--- src/sv/frx_pkg.sv ---
// Shared types, codes and constants of the ring frame extractor.
`timescale 1ns / 1ps
package frx_pkg;

  // input op codes
  localparam logic OP_WRITE = 1'b0;
  localparam logic OP_POLL  = 1'b1;

  // configuration register indexes
  localparam int CFG_IDX_W  = 1;
  localparam int CFG_DATA_W = 6;
  localparam logic [CFG_IDX_W-1:0] REG_NODE_ID = 1'b0;
  localparam logic [CFG_IDX_W-1:0] REG_REWIND  = 1'b1;

  localparam logic [7:0]  EMPTY_SLOT    = 8'd255;
  localparam logic [7:0]  HEADER_BASE   = 8'd250;
  localparam logic [15:0] COUNT_LIMIT   = 16'd65500;
  localparam logic [15:0] PAYLOAD_RESET = 16'h3200;
  localparam logic [2:0]  NODE_ID_RESET = 3'd0;
  localparam logic [5:0]  REWIND_RESET  = 6'd10;

  typedef struct packed {
    logic       op;
    logic [7:0] rx_byte;
  } frx_in_t;

  typedef struct packed {
    logic [15:0] payload;
    logic [15:0] stall_count;
    logic [15:0] overrun_count;
  } frx_out_t;

  typedef enum logic [2:0] {
    ST_IDLE,
    ST_DECIDE,
    ST_CHECK,
    ST_SCAN,
    ST_FRAME,
    ST_FINISH
  } frx_state_t;

  function automatic logic [15:0] sat_inc(input logic [15:0] c);
    return (c >= COUNT_LIMIT) ? COUNT_LIMIT : c + 16'd1;
  endfunction

endpackage

--- src/sv/frx_ram.sv ---
// Generic single-write, single-read RAM with registered read data.
`timescale 1ns / 1ps
module frx_ram #(
  parameter int WIDTH = 8,
  parameter int DEPTH = 64
) (
  input  logic                     clk,
  input  logic                     we,
  input  logic [$clog2(DEPTH)-1:0] waddr,
  input  logic [WIDTH-1:0]         wdata,
  input  logic [$clog2(DEPTH)-1:0] raddr,
  output logic [WIDTH-1:0]         rdata
);

  logic [WIDTH-1:0] mem [DEPTH];

  always_ff @(posedge clk) begin
    if (we) begin
      mem[waddr] <= wdata;
    end
    rdata <= mem[raddr];
  end

endmodule

--- src/sv/ring_frame_extractor.sv ---
// Ring frame extractor top level: byte ring, poll sequencer and counters.
// Write beat: stored in the ring while idle; the next beat is taken in the following cycle.
// Poll beat: decide, then check and scan slots outside a frame (header included), read the
//   frame bytes and finish; one ring read per cycle from a RAM with registered read data.
// Result sits in an output register; a new poll may finish only once it is free.
// Reset (rst, synchronous) clears positions, counters and the per-slot valid bits and loads
//   the config reset values; an invalid slot reads as empty, so no clearing pass.
`timescale 1ns / 1ps
module ring_frame_extractor #(
  parameter int RING_DEPTH  = 64,
  parameter int FRAME_BYTES = 2
) (
  input  logic                                 clk,
  input  logic                                 rst,
  // input beats
  input  logic                                 in_valid,
  output logic                                 in_stall,
  input  frx_pkg::frx_in_t                     in_data,
  // result beats
  output logic                                 out_valid,
  input  logic                                 out_stall,
  output frx_pkg::frx_out_t                    out_data,
  // configuration writes
  input  logic                                 cfg_wr_en,
  input  logic [frx_pkg::CFG_IDX_W-1:0]        cfg_index,
  input  logic [frx_pkg::CFG_DATA_W-1:0]       cfg_data
);

  localparam int PW = $clog2(RING_DEPTH);
  localparam int FW = (FRAME_BYTES > 1) ? $clog2(FRAME_BYTES) : 1;
  localparam logic [PW:0]   DEPTH_EXT  = (PW + 1)'(RING_DEPTH);
  localparam logic [PW-1:0] LAST_SLOT  = PW'(RING_DEPTH - 1);
  localparam logic [PW:0]   HALF_DEPTH = (PW + 1)'(RING_DEPTH / 2);
  localparam logic [FW-1:0] LAST_BYTE  = FW'(FRAME_BYTES - 1);
  localparam logic [PW-1:0] BACK_RESET =
    PW'(int'(frx_pkg::REWIND_RESET) % RING_DEPTH);

  // ---------------------------------------------------------------------------
  // Position arithmetic, all modulo RING_DEPTH (which need not be a power of 2)
  // ---------------------------------------------------------------------------
  function automatic logic [PW-1:0] next_pos(input logic [PW-1:0] p);
    return (p == LAST_SLOT) ? '0 : p + 1'b1;
  endfunction

  // distance from r forward to w
  function automatic logic [PW-1:0] gap(input logic [PW-1:0] w, input logic [PW-1:0] r);
    logic [PW:0] d;
    d = {1'b0, w} - {1'b0, r};
    if (d[PW]) begin
      d = d + DEPTH_EXT;
    end
    return d[PW-1:0];
  endfunction

  // rewind distance reduced modulo the ring depth; at most 8 subtracts, enough for 6 bits on a depth of 8 or more
  function automatic logic [PW-1:0] wrap_back(input logic [5:0] v);
    logic [8:0] t;
    t = {3'b0, v};
    for (int k = 0; k < 8; k++) begin
      if (t >= 9'(RING_DEPTH)) begin
        t = t - 9'(RING_DEPTH);
      end
    end
    return t[PW-1:0];
  endfunction

  // ---------------------------------------------------------------------------
  // State
  // ---------------------------------------------------------------------------
  frx_pkg::frx_state_t state, state_next;

  logic [2:0]              node_id;
  logic [5:0]              rewind_distance;
  logic [PW-1:0]           rewind_back;      // rewind_distance mod depth, kept at write

  logic [PW-1:0]           wp, wp_next;      // write position
  logic [PW-1:0]           rp, rp_next;      // saved read position
  logic [PW-1:0]           prior_wp, prior_wp_next;
  logic [PW-1:0]           rd, rd_next;      // working reader during a poll
  logic [FW-1:0]           cnt, cnt_next;    // frame byte index
  logic [15:0]             held, held_next;
  logic [15:0]             stalls, stalls_next;
  logic [15:0]             overruns, overruns_next;
  logic [RING_DEPTH-1:0]   slot_valid, slot_valid_next;
  logic                    out_valid_next;
  frx_pkg::frx_out_t       out_data_next;

  // ring memory
  logic                    ram_we;
  logic [PW-1:0]           ram_waddr;
  logic [7:0]              ram_wdata;
  logic [PW-1:0]           ram_raddr;
  logic [PW-1:0]           raddr_q;
  logic [7:0]              ram_rdata;

  frx_ram #(
    .WIDTH (8),
    .DEPTH (RING_DEPTH)
  ) u_ring (
    .clk   (clk),
    .we    (ram_we),
    .waddr (ram_waddr),
    .wdata (ram_wdata),
    .raddr (ram_raddr),
    .rdata (ram_rdata)
  );

  // ---------------------------------------------------------------------------
  // Shared conditions
  // ---------------------------------------------------------------------------
  logic       in_acc;
  logic       poll_acc;
  logic       write_acc;
  logic [7:0] slot_byte;     // slot read last cycle; never-written or consumed reads empty
  logic       overtaken;
  logic       scan_more;     // reader still more than half the rewind behind
  logic       is_header;
  logic       frame_last;
  logic       frame_stop;    // reader within half a ring of writer; ends the scan after a frame
  logic       out_free;
  logic [PW-1:0] rewind_pt;
  logic [PW:0]   rewind_diff;
  logic [PW:0]   rewind_wrap;

  assign in_stall  = (state != frx_pkg::ST_IDLE);
  assign in_acc    = in_valid && !in_stall;
  assign poll_acc  = in_acc && (in_data.op == frx_pkg::OP_POLL);
  assign write_acc = in_acc && (in_data.op == frx_pkg::OP_WRITE);

  assign slot_byte = slot_valid[raddr_q] ? ram_rdata : frx_pkg::EMPTY_SLOT;
  assign overtaken = (slot_byte != frx_pkg::EMPTY_SLOT);

  // compared at 9 bits so that half the rewind never truncates on a small ring
  assign scan_more  = 9'(gap(wp, rd)) > 9'(rewind_distance[5:1]);
  assign is_header  = {1'b0, slot_byte} ==
                      ({1'b0, frx_pkg::HEADER_BASE} + {6'b0, node_id});
  assign frame_last = (cnt == LAST_BYTE);
  assign frame_stop = {1'b0, gap(wp, rd)} < HALF_DEPTH;
  assign out_free   = !out_valid || !out_stall;

  assign rewind_diff = {1'b0, wp} - {1'b0, rewind_back};
  assign rewind_wrap = rewind_diff + DEPTH_EXT;
  assign rewind_pt   = rewind_diff[PW] ? rewind_wrap[PW-1:0] : rewind_diff[PW-1:0];

  // ---------------------------------------------------------------------------
  // Sequencer: next state
  // ---------------------------------------------------------------------------
  always_comb begin
    state_next = state;
    unique case (state)
      frx_pkg::ST_IDLE: begin
        if (poll_acc) begin
          state_next = frx_pkg::ST_DECIDE;
        end
      end
      frx_pkg::ST_DECIDE: begin
        state_next = frx_pkg::ST_CHECK;
      end
      frx_pkg::ST_CHECK: begin
        state_next = scan_more ? frx_pkg::ST_SCAN : frx_pkg::ST_FINISH;
      end
      frx_pkg::ST_SCAN: begin
        state_next = is_header ? frx_pkg::ST_FRAME : frx_pkg::ST_CHECK;
      end
      frx_pkg::ST_FRAME: begin
        if (frame_last) begin
          state_next = frame_stop ? frx_pkg::ST_FINISH : frx_pkg::ST_CHECK;
        end
      end
      frx_pkg::ST_FINISH: begin
        if (out_free) begin
          state_next = frx_pkg::ST_IDLE;
        end
      end
      default: state_next = frx_pkg::ST_IDLE;
    endcase
  end

  // ---------------------------------------------------------------------------
  // Sequencer: datapath and memory controls
  // ---------------------------------------------------------------------------
  always_comb begin
    wp_next         = wp;
    rp_next         = rp;
    prior_wp_next   = prior_wp;
    rd_next         = rd;
    cnt_next        = cnt;
    held_next       = held;
    stalls_next     = stalls;
    overruns_next   = overruns;
    slot_valid_next = slot_valid;
    out_valid_next  = out_valid && out_stall;
    out_data_next   = out_data;
    ram_we          = 1'b0;
    ram_waddr       = wp;
    ram_wdata       = in_data.rx_byte;
    ram_raddr       = rd;

    unique case (state)
      frx_pkg::ST_IDLE: begin
        // a poll first looks at the read slot, or the slot past the writer
        // when the reader has caught up
        ram_raddr = (wp != rp) ? rp : next_pos(wp);
        if (write_acc) begin
          ram_we              = 1'b1;
          slot_valid_next[wp] = 1'b1;
          wp_next             = next_pos(wp);
        end
      end
      frx_pkg::ST_DECIDE: begin
        rd_next = overtaken ? rewind_pt : rp;
        if (overtaken) begin
          overruns_next = frx_pkg::sat_inc(overruns);
        end else if ((wp != rp) && (wp != prior_wp)) begin
          stalls_next = '0;
        end else begin
          stalls_next = frx_pkg::sat_inc(stalls);
        end
      end
      frx_pkg::ST_CHECK: begin
        if (scan_more) begin
          rd_next   = next_pos(rd);
          ram_raddr = next_pos(rd);
        end
      end
      frx_pkg::ST_SCAN: begin
        // consume the slot; a header starts a frame at the following slot
        slot_valid_next[rd] = 1'b0;
        if (is_header) begin
          cnt_next  = '0;
          rd_next   = next_pos(rd);
          ram_raddr = next_pos(rd);
        end
      end
      frx_pkg::ST_FRAME: begin
        slot_valid_next[rd] = 1'b0;
        if (cnt == '0) begin
          held_next[7:0] = slot_byte;
        end else if (cnt == FW'(1)) begin
          held_next[15:8] = slot_byte;
        end
        if (!frame_last) begin
          cnt_next  = cnt + 1'b1;
          rd_next   = next_pos(rd);
          ram_raddr = next_pos(rd);
        end
      end
      frx_pkg::ST_FINISH: begin
        rp_next       = rd;
        prior_wp_next = wp;
        if (out_free) begin
          out_valid_next              = 1'b1;
          out_data_next.payload       = held;
          out_data_next.stall_count   = stalls;
          out_data_next.overrun_count = overruns;
        end
      end
      default: ;
    endcase
  end

  // ---------------------------------------------------------------------------
  // Registers
  // ---------------------------------------------------------------------------
  always_ff @(posedge clk) begin
    if (rst) begin
      state           <= frx_pkg::ST_IDLE;
      node_id         <= frx_pkg::NODE_ID_RESET;
      rewind_distance <= frx_pkg::REWIND_RESET;
      rewind_back     <= BACK_RESET;
      wp              <= '0;
      rp              <= '0;
      prior_wp        <= '0;
      rd              <= '0;
      cnt             <= '0;
      held            <= frx_pkg::PAYLOAD_RESET;
      stalls          <= '0;
      overruns        <= '0;
      slot_valid      <= '0;
      out_valid       <= 1'b0;
    end else begin
      state      <= state_next;
      wp         <= wp_next;
      rp         <= rp_next;
      prior_wp   <= prior_wp_next;
      rd         <= rd_next;
      cnt        <= cnt_next;
      held       <= held_next;
      stalls     <= stalls_next;
      overruns   <= overruns_next;
      slot_valid <= slot_valid_next;
      out_valid  <= out_valid_next;
      if (cfg_wr_en) begin
        unique case (cfg_index)
          frx_pkg::REG_NODE_ID: begin
            node_id <= cfg_data[2:0];
          end
          frx_pkg::REG_REWIND: begin
            rewind_distance <= cfg_data;
            rewind_back     <= wrap_back(cfg_data);
          end
          default: ;
        endcase
      end
    end
  end

  // result payload and read address tag carry no reset
  always_ff @(posedge clk) begin
    out_data <= out_data_next;
    raddr_q  <= ram_raddr;
  end

endmodule

--- config.mk ---
export PLATFORM = sky130hd
export DESIGN_NAME = ring_frame_extractor
export DESIGN_NICKNAME = d
export VERILOG_FILES = /design/src/sv/frx_pkg.sv /design/src/sv/frx_ram.sv /design/src/sv/ring_frame_extractor.sv
export SDC_FILE = /design/constraint.sdc
export NUM_CORES = 1
export LEC_CHECK = 0
export BUFFER_PORTS_ARGS = -buffer_cell sky130_fd_sc_hd__buf_2
export CAP_MARGIN = 0
export CORE_MARGIN = 2
export CORE_UTILIZATION = 40
export DETAILED_ROUTE_END_ITERATION = 7
export PLACE_DENSITY = 0.66
export SETUP_SLACK_MARGIN = 0.05
export SLEW_MARGIN = 20
export SYNTH_ARGS = -nofsm -noshare
export SYNTH_HDL_FRONTEND = slang
export SYNTH_SLANG_ARGS = --single-unit
--- constraint.sdc ---
create_clock -name clk -period 6.7 [get_ports clk]
set_input_delay 0.67 -clock clk [delete_from_list [all_inputs] [get_ports clk]]
set_output_delay 0.67 -clock clk [all_outputs]
set_load 0.02 [all_outputs]
Yosys cells after proc, flatten, opt, wreduce, memory -nomap -nowiden:

Memories as Yosys holds them, arrays and structs flattened. A register that Yosys moved wholly into a read port is not among the register bits.
Index checks and enable logic that the tools add are counted.

* $add $sub $neg: 10
* multipliers: 0
* divide/modulo/power cells: 0
* magnitude comparators: 9
* eq/ne operators: 16
* shifts and indexed selects: 0
* muxes and demuxes: 39
* bitwise gates (word level): 7
* reduce and logical (&&, ||, !) cells: 28

Operators by type and width (number)
* 64-bit case mux with 2 select lines: 1
* 64-bit bitwise AND: 1
* 64-bit 2-to-1 mux: 1
* 64-bit inverter: 1
* 64-bit OR: 1
* 6-bit 2-to-1 mux: 9
* 16-bit 2-to-1 mux: 3
* 6-bit case mux with 4 select lines: 2
* 16-bit by 1-bit adder with 16-bit output (second input constant): 2
* 16-bit >= comparator (second input constant): 2
* 6-bit by 1-bit adder with 6-bit output (second input constant): 4
* 6-bit by 7-bit < comparator with 1-bit output (second input constant): 3
* 2-bit AND reduction: 10
* 3-bit 2-to-1 mux: 6
* 3-bit case mux with 6 select lines: 1
* 6-bit by 6-bit subtractor with 7-bit output: 2
* 1-bit demux with 6-bit select: 2
* 6-bit == test (second input constant): 2
* 6-bit by 1-bit >= comparator with 1-bit output (second input constant): 2
* 6-bit != test: 2
* 1-bit 2-to-1 mux: 11
* 2-bit != test (second input constant): 5
* 8-bit by 3-bit adder with 9-bit output (first input constant): 1
* 8-bit by 9-bit == test with 1-bit output: 1
* other kinds (20): 34

* flip-flop bits (word level): 204
* latch bits: 0
* RAM bits: 512
* memory bits (read-only): 0
* input port bits: 21
* output and inout port bits: 50
* logic and storage cells: 128
* memories kept: 1

Memories
* u_ring.mem: words 64, bits a word 8, rd ports 1, clocked after Yosys merged registers in 1, wr ports 1, line frx_ram.sv:15 `logic [WIDTH-1:0] mem [DEPTH];`

Logic depth before layout (Yosys ltp):

Gate-level depths: netlist of run 1.

* depth in word-level cells: 8
* depth in mapped cells: 25
* gate-level depth less buffers: 21

Modules after synthesis:

A second synthesis of run 1 with hierarchy kept.

* cells, all modules: 2066
* area total of the unflattened synthesis: 29968.7 um^2

Modules (own cells, without submodules)
* frx_ram: times used 1, cells an instance 940, area each 20166.8 um^2, sequential area each 15534.9 um^2
* ring_frame_extractor: times used 1, cells an instance 1126, area each 9801.9 um^2, sequential area each 4564.4 um^2

Worst setup path after synthesis of run 1:

OpenSTA, ideal clock, no wires.

* kind: reg2reg
* start: register wp[0], in the netlist ram_waddr[0]
* end: register u_ring.rdata[7] (read register of u_ring.mem)
* setup time: 0.134 ns
* arrival time: 4.618 ns
* required time: 6.566 ns
* path slack: 1.948 ns
* cell stages (with the launch flop): 20
* path buffers: 1
* period minus slack after synthesis: 4.752 ns
* cells stage by stage: dfxtp_1 clkbuf_1 inv_1 ha_1 inv_1 fa_1 ha_1 nor2b_1 o21a_1 o21ai_0 a21oi_1 o22a_1 o21a_1 nor2_1 a2111oi_4 a2111oi_4 o21ai_1 nor3_1 nor4_1 or4_1

* word-level cells in the longest chain between the ends: 6

RTL lines
* start: declaration: line ring_frame_extractor.sv:76 `logic [PW-1:0] wp, wp_next;`
* start signal: assignment: line ring_frame_extractor.sv:283 `wp <= wp_next;`
* 6-bit by 6-bit subtractor with 7-bit output: line ring_frame_extractor.sv:48 `d = {1'b0, w} - {1'b0, r};`
* 6-bit by 1-bit adder with 6-bit output: line ring_frame_extractor.sv:50 `d = d + DEPTH_EXT;`
* 6-bit 2-to-1 mux: line ring_frame_extractor.sv:49 `if (d[PW]) begin`
* 6-bit by 5-bit greater-than comparator with 1-bit output: line ring_frame_extractor.sv:134 `assign scan_more = 9'(gap(wp, rd)) > 9'(rewind_distance[5:1]);`
* 6-bit 2-to-1 mux: line ring_frame_extractor.sv:221 `if (scan_more) begin`
* 6-bit case mux with 4 select lines *: line ring_frame_extractor.sv:199 `unique case (state)`
* end: declaration: line frx_ram.sv:12 `output logic [WIDTH-1:0] rdata`

Mark *: on every way between the ends. The rest lies on a longest branch, timed or not.
A chain may end at the register's enable or synchronous reset.

Worst setup path after layout of run 1:

* start: register raddr_q[2]
* end: register u_ring.rdata[2] (read register of u_ring.mem)

* word-level cells in the longest chain between the ends: 6

RTL lines
* start: declaration: line ring_frame_extractor.sv:93 `logic [PW-1:0] raddr_q;`
* start signal: assignment: line ring_frame_extractor.sv:311 `raddr_q <= ram_raddr;`
* 1-bit binary-select mux with 6-bit select: line ring_frame_extractor.sv:130 `assign slot_byte = slot_valid[raddr_q] ? ram_rdata : frx_pkg::EMPTY_SLOT;`
* 1-bit 2-to-1 mux (not written as such): line ring_frame_extractor.sv:130
* 8-bit 2-to-1 mux: line ring_frame_extractor.sv:130
* 8-bit by 9-bit == test with 1-bit output: line ring_frame_extractor.sv:135 `assign is_header = {1'b0, slot_byte} ==`
* 6-bit 2-to-1 mux
* 6-bit case mux with 4 select lines: line ring_frame_extractor.sv:199

Every way passes these cells. The select of a mux whose other input is x is not followed.

==> flow_summary.ini, run 1 <==
[status]
status = completed

[routing]
drtAntennaViolNets = 0
route.detailed.drc = 0
vias = 19600
routed_wirelength_um = 78600
viasPerCell = 5.73
dr.first_iter.drc_count = 1838
dr.pass1.iters = 6
wire_per_inst_um = 23.0

[critical_path]
r2r_slack_ns = 0.69
r2r_cells = 16
cp.required_ns = 7.21
cp_slowest_stage_delay_ns = 0.69
end_kind = flip-flop
worstSetupPathDepth = 16
path_class = flip-flop to flip-flop
rr_endpoint = u_ring.rdata[2]
cp_data_arrival_time_ns = 6.52
rr_startpoint = raddr_q[2]
critPathMaxFanout = 74
cp-start-kind = flip-flop
worst_path_max_delay_cell = nor2_4
path_cells = buf_4 -> mux2i_1 -> a22oi_1 -> and3_1 -> nor4_1 -> o21a_1 -> o2111a_4 -> and2_1 -> o32ai_2 -> nor2_4 -> inv_4 -> buf_4 -> mux2i_1 -> a32oi_1 -> nand3_1 -> and4_1
cp_num_buf_inv = 3
cp_top_family = simple AND/OR/NAND/NOR gates

[min_path]
hold_path_startpoint = cfg_data[1]
hold_class = primary input to flip-flop
min_path_cells = 3
min_to = node_id[1]

[synthesis]
synth_top_area_share_pct = 55.1
syn_nets = 2363
synth.distinct_cells = 73
synth-seq-cells = 724
syn_area_mm2 = 0.0305
syn_area_per_cell_um2 = 13.2
ys_async_sr_fraction_pct = 0
synth-edff-count = 560
synthTopCellsByArea = edfxtp_1, mux2i_1, dfxtp_1, nor2_1, nand2_1
synth_top_cell_by_area = edfxtp_1
yosysWarnings = 0
synthFlopType = edfxtp_1
synth_seq_area_share_pct = 65.9
syn_inst = 2318

[clock_tree]
cts_resized = 0
cts.clk_slew.worst_paths_ns = 0.06
hold_buffers = 0
clockRootBuffer = clkbuf_16
cts_inserted_buffers = 75
cts_tree = done
htreeDepth = 3
clk_latency_ns = 0.63
cts_sinks = 724
post_cts_buffers = 0
cts.path.max_buffers = 3

[global_routing]
grt_pass1_vias = 19000
use_met2_pct = 31.8
grt_antenna_before_repair = 1
grt_pass1_wl_um = 118000
grt_start_max_net_pins = 83
grt_overflow_total = 0
met1_usage_pct = 27.2
top_usage_layer = met2
gr-usage-all-layers_pct = 19.9
grt.met3_usage_pct = 3.87

[placement]
hpwl_um = 52000
numPortBuffers = 70
gp_congestion = 0.925

[die]
die_y_um = 280
die_width_um = 280
die-area_mm2 = 0.0785
coreArea_mm2 = 0.0757
start_util_pct = 40.3
pin_count = 71
rows = 101

[timing]
finalSetupTns_ns = 0
hold_violations = 0
worst_pin_slew_ns = 1.12
slew_headroom_pct = 25.3
fmax_ghz = 0.166
rsz0062_at_grt = false
clock_skew_ns = 0.0282
period_share_pct = 89.7
final_max_slew_viol_count = 0
finalCriticalPeriod_ns = 6.01
setup_viol = 0

[cells_and_area]
fin_util_pct = 45.6
area_growth_pct = 13.2
antenna_cells = 0
fin_nets = 2427
layout-drive-gt1-share_pct = 11.2

[pwr]
power_leakage_nw = 12.9
power_density_mw_per_mm2 = 312
ir_drop_v = 0.000163

[flow_run]
max_cap_viol_count = 0
[power by group]
part	leakage [nW]	switching [W]	internal, W	total, W
Combinational	5.34	0.000972	0.000541	0.00151
Clock	1.21	0.00173	0.00255	0.00429
Sequential	6.37	0.000103	0.00488	0.00498
Total	12.9	0.00281	0.00797	0.0108
[cell usage in the layout, fill, tap and decap left out, types with 18 or more instances in the layout]
| cell type | instances |
|---|---|
| edfxtp_1 | 560 |
| mux2i_1 | 338 |
| nor2_1 | 227 |
| nand2_1 | 193 |
| dfxtp_1 | 164 |
| a21oi_1 | 128 |
| clkbuf_16 | 78 |
| buf_2 | 68 |
| a211oi_1 | 65 |
| nand3_1 | 52 |
| nor3_1 | 42 |
| buf_4 | 42 |
| a32oi_1 | 41 |
| inv_1 | 37 |
| o21ai_0 | 30 |
| and3_1 | 25 |
| ha_1 | 22 |
| xor2_1 | 21 |
| nand4_1 | 19 |
| a22oi_1 | 18 |
[flip-flops by register name, indices dropped and copies added, names as in the netlist]
signal        flops
stalls           16
slot_valid       64
rewind_back       6
prior_wp          6
state             3
cnt               1
raddr_q           6
held             16
u_ring.rdata      8
rp                6
out_valid         1
u_ring.mem      512
rd                6
node_id           3
overruns         16
out_data         48
ram_waddr         6
[worst min-delay path: stages]
cell	delay, ns
buf_2	0.09
mux2i_1	0.06
nor2_1	0.08
[layer usage]
layer	wire length, µm	up-vias
met4	2790	2
met3	6060	179
li1	-	8875
met2	36100	890
met5	13	-
met1	33600	9649
[kinds of logic after synthesis]
family / after synthesis / share of synthesized area, %
flip-flops: 724 / 65.9
AND/OR/NAND/NOR: 642 / 9.44
AO/OA/AOI/OAI: 373 / 8.34
multiplexers: 350 / 11.8
buffers and inverters: 167 / 2.39
XOR/XNOR: 38 / 1.09
adder cells (fa/ha/maj): 24 / 1.03
[cell type report]
cell class | count | area [µm²]
Sequential cell | 724 | 20100
Tap cell | 978 | 1220
Multi-Input combinational cell | 1427 | 9760
Clock inverter | 44 | 518
Fill cell | 6592 | 41200
Clock buffer | 90 | 2030
Inverter | 39 | 149
Timing Repair Buffer | 115 | 756
[metrics by stage]
| stage | total power (W) | std cells | worst slack [ns] | instance area [µm²] | hold WS (ns) |
|---|---|---|---|---|---|
| 6_report | 0.0108 | 3417 | 0.688 | 34500 | 0.326 |
| 5_1_grt | 0.0111 | 3417 | 0.292 | 34500 | 0.326 |
| 4_1_cts | 0.0108 | 3417 | 0.750 | 34500 | 0.282 |
| 3_5_place_dp | 0.00656 | 3283 | 0.786 | 32000 | 0.421 |
| 3_3_place_gp | 0.00653 | 3283 | 1.07 | 31900 | 0.423 |
| 2_1_floorplan | 0.00607 | 2318 | 1.95 | 30500 | 0.409 |
[cells in the mapped netlist (11+ instances only)]
| library cell | count |
|---|---|
| nand4_1 | 19 |
| mux2i_1 | 338 |
| a32oi_1 | 41 |
| buf_4 | 14 |
| a211oi_1 | 65 |
| buf_2 | 39 |
| ha_1 | 22 |
| xor2_1 | 21 |
| edfxtp_1 | 560 |
| nand2_1 | 193 |
| nor2_1 | 237 |
| dfxtp_1 | 164 |
| nand3_1 | 52 |
| inv_1 | 37 |
| a21oi_1 | 130 |
| nor2b_1 | 12 |
| o21ai_1 | 11 |
| clkbuf_1 | 69 |
| nor3_1 | 43 |
| o21ai_0 | 30 |
| and2_1 | 11 |
| and3_1 | 25 |
| a22oi_1 | 18 |
| xnor2_1 | 17 |
[worst max path at each step]
stage	slack (ns)	startpoint	to
after global routing	0.29	rd[1]	u_ring.rdata[5]
after global placement	1.07	ram_waddr[0]	u_ring.rdata[1]
after floorplan	1.95	ram_waddr[0]	u_ring.rdata[7]
final	0.69	raddr_q[2]	u_ring.rdata[2]
after detailed placement	0.79	raddr_q[2]	u_ring.rdata[7]
after CTS	0.75	raddr_q[2]	u_ring.rdata[7]
No activity file was read; power rests on OpenSTA's default activity.
==> run 2, diff against run 1 <==
--- a/config.mk
+++ b/config.mk
@@ -5,6 +5,7 @@
 export SDC_FILE = /design/constraint.sdc
 export NUM_CORES = 1
 export LEC_CHECK = 0
+export ABC_AREA = 1
 export BUFFER_PORTS_ARGS = -buffer_cell sky130_fd_sc_hd__buf_2
 export CAP_MARGIN = 0
 export CORE_MARGIN = 2
==> flow_summary.ini, run 2 <==
[synthesis]
synth_common_cells = nand3_1, edfxtp_1, nand2_1
synth.distinct_cells = 45
synth-edff-count = 560
yosysWarnings = 0
synth_xor_area_share_pct = 0.609
synthMuxAreaShare_pct = 0
synth_top_area_share_pct = 50.9
synth.most_common_cell = nand3_1
synth_top_family_by_area = simple AND/OR/NAND/NOR gates
syn_inst = 3341
synth-seq-cells = 724
synth_top_cell_by_area = edfxtp_1
synthTopCellsByArea = edfxtp_1, dfxtp_1, nand3_1, nand2_1, inv_1
ys_async_sr_fraction_pct = 0
syn_area_mm2 = 0.0331
synth_seq_area_share_pct = 60.8
yosys.area_share.simple_pct = 22.3
syn_nets = 3386
synth_adder_area_share_pct = 0.954
synth_compound_area_share_pct = 7.08
syn_area_per_cell_um2 = 9.89
synthFlopType = edfxtp_1

[pwr]
power_leakage_nw = 14.1
power_w = 0.0130
power_density_mw_per_mm2 = 354
ir_drop_v = 0.000369

[critical_path]
cp_slowest_stage_delay_ns = 0.59
cp.required_ns = 7.23
worst_path_max_delay_cell = buf_4
cp_data_arrival_time_ns = 5.64
end_kind = flip-flop
critPathMaxFanout = 82
path_class = flip-flop to flip-flop
cp-start-kind = flip-flop
cpMostUsedCell = nand2_1

[die]
die-area_mm2 = 0.0850
start_util_pct = 40.3
die_width_um = 291
coreArea_mm2 = 0.0820
pin_count = 71
rows = 105
die_y_um = 291

[routing]
vias = 24900
viasPerCell = 5.55
wire_per_inst_um = 20.5
route.detailed.drc = 0
routed_wirelength_um = 92000
dr.first_iter.drc_count = 2785
dr.pass1.iters = 6
drtAntennaViolNets = 0

[timing]
final_max_slew_viol_count = 0
finalCriticalPeriod_ns = 5.11
clock_skew_ns = 0.0429
worst_pin_slew_ns = 1.15
hold_violations = 0
fmax_ghz = 0.196
rsz0062_at_grt = false
period_share_pct = 76.3
setup_viol = 0
slew_headroom_pct = 23.5
finalSetupTns_ns = 0

[global_routing]
grt_overflow_total = 0
grt_antenna_before_repair = 1
grt_pass1_vias = 23600
grt_pass1_wl_um = 141000
grt_start_max_net_pins = 183
gr-usage-all-layers_pct = 21.2

[cells_and_area]
fin_area_mm2 = 0.0369
fin_nets = 3400
largest_reg_flops = 512
regMostFlops = u_ring.mem
area_growth_pct = 11.6
fin_util_pct = 45.0
layout_common_cells = nand3_1, edfxtp_1, nand2_1
antenna_cells = 0
layoutNonFillerInstCount = 4486
final_common_cell = nand3_1
layout-drive-gt1-share_pct = 8.84
reg_top3 = u_ring.mem x512, slot_valid x64, out_data x48

[clock_tree]
cts_sinks = 724
clockRootBuffer = clkbuf_16
htreeDepth = 3
cts.path.max_buffers = 3
cts_inserted_buffers = 75
post_cts_buffers = 0
cts_resized = 0
clk_latency_ns = 0.65
cts.clk_slew.worst_paths_ns = 0.06
hold_buffers = 0
cts_tree = done

[min_path]
hold_class = primary input to flip-flop

[placement]
placed_area_mm2 = 0.0345
hpwl_um = 53200
gp_congestion = 0.894
placedCellCount = 4348
numPortBuffers = 70

[flow_run]
max_cap_viol_count = 0

[status]
status = completed
run 2: worst paths after layout:
kind | start | cells after the start | slack [ns] | end
hold reg to reg | stalls[15] | 0 | 0.43 | out_data[31]
hold / removal | cfg_data[3] | 3 | 0.28 | rewind_back[3]
setup reg to reg | rd[2] | 28 | 1.59 | u_ring.rdata[6]
setup / recovery | rd[2] | 28 | 1.59 | u_ring.rdata[6]
run 2: logic make-up after synthesis:
logic type | after synthesis
AOI/OAI and AO/OA | 390
xor gates and xnor gates | 23
adders and majority gates | 24
buffers and inverters | 661
DFF | 724
and+or+nand+nor | 1519
run 2: power by group:
part	switching (W)	internal, W	leakage (nW)
sequential	0.000154	0.00494	6.40
combinational	0.00290	0.00104	6.54
clock	0.00178	0.00223	1.14
run 2: per-layer routing:
layer	track usage [%]	vias to the layer above	wire length [µm]
met5	0	-	12
met4	8.98	2	3580
met3	3.14	197	6430
met2	34.9	984	43900
met1	27.9	12100	38100
li1	-	11600	-
run 2: final cells by class:
| type | count | area [µm²] |
|---|---|---|
| clock buffer | 102 | 2030 |
| clock inverter | 36 | 312 |
| fill | 7721 | 45100 |
| inverter | 463 | 1740 |
| multi-input combinational | 1956 | 10500 |
| sequential | 724 | 20100 |
| tap | 1070 | 1340 |
| timing repair buffer | 135 | 903 |
run 2: worst max-delay path, delay by kind of cell (launching register included):
kind	cells	cell delay (ns)
and+or+nand+nor	17	2.14
AOI/OAI and AO/OA	6	0.83
buffers and inverters	3	0.81
adders and majority gates	2	0.61
DFF	1	0.54
run 2: through the flow:
step | worst slack (ns) | hold slack [ns]
2_1_floorplan | 3.06 | 0.403
3_3_place_gp | 1.59 | 0.415
3_5_place_dp | 1.63 | 0.416
4_1_cts | 1.63 | 0.268
5_1_grt | 1.10 | 0.289
6_report | 1.59 | 0.283
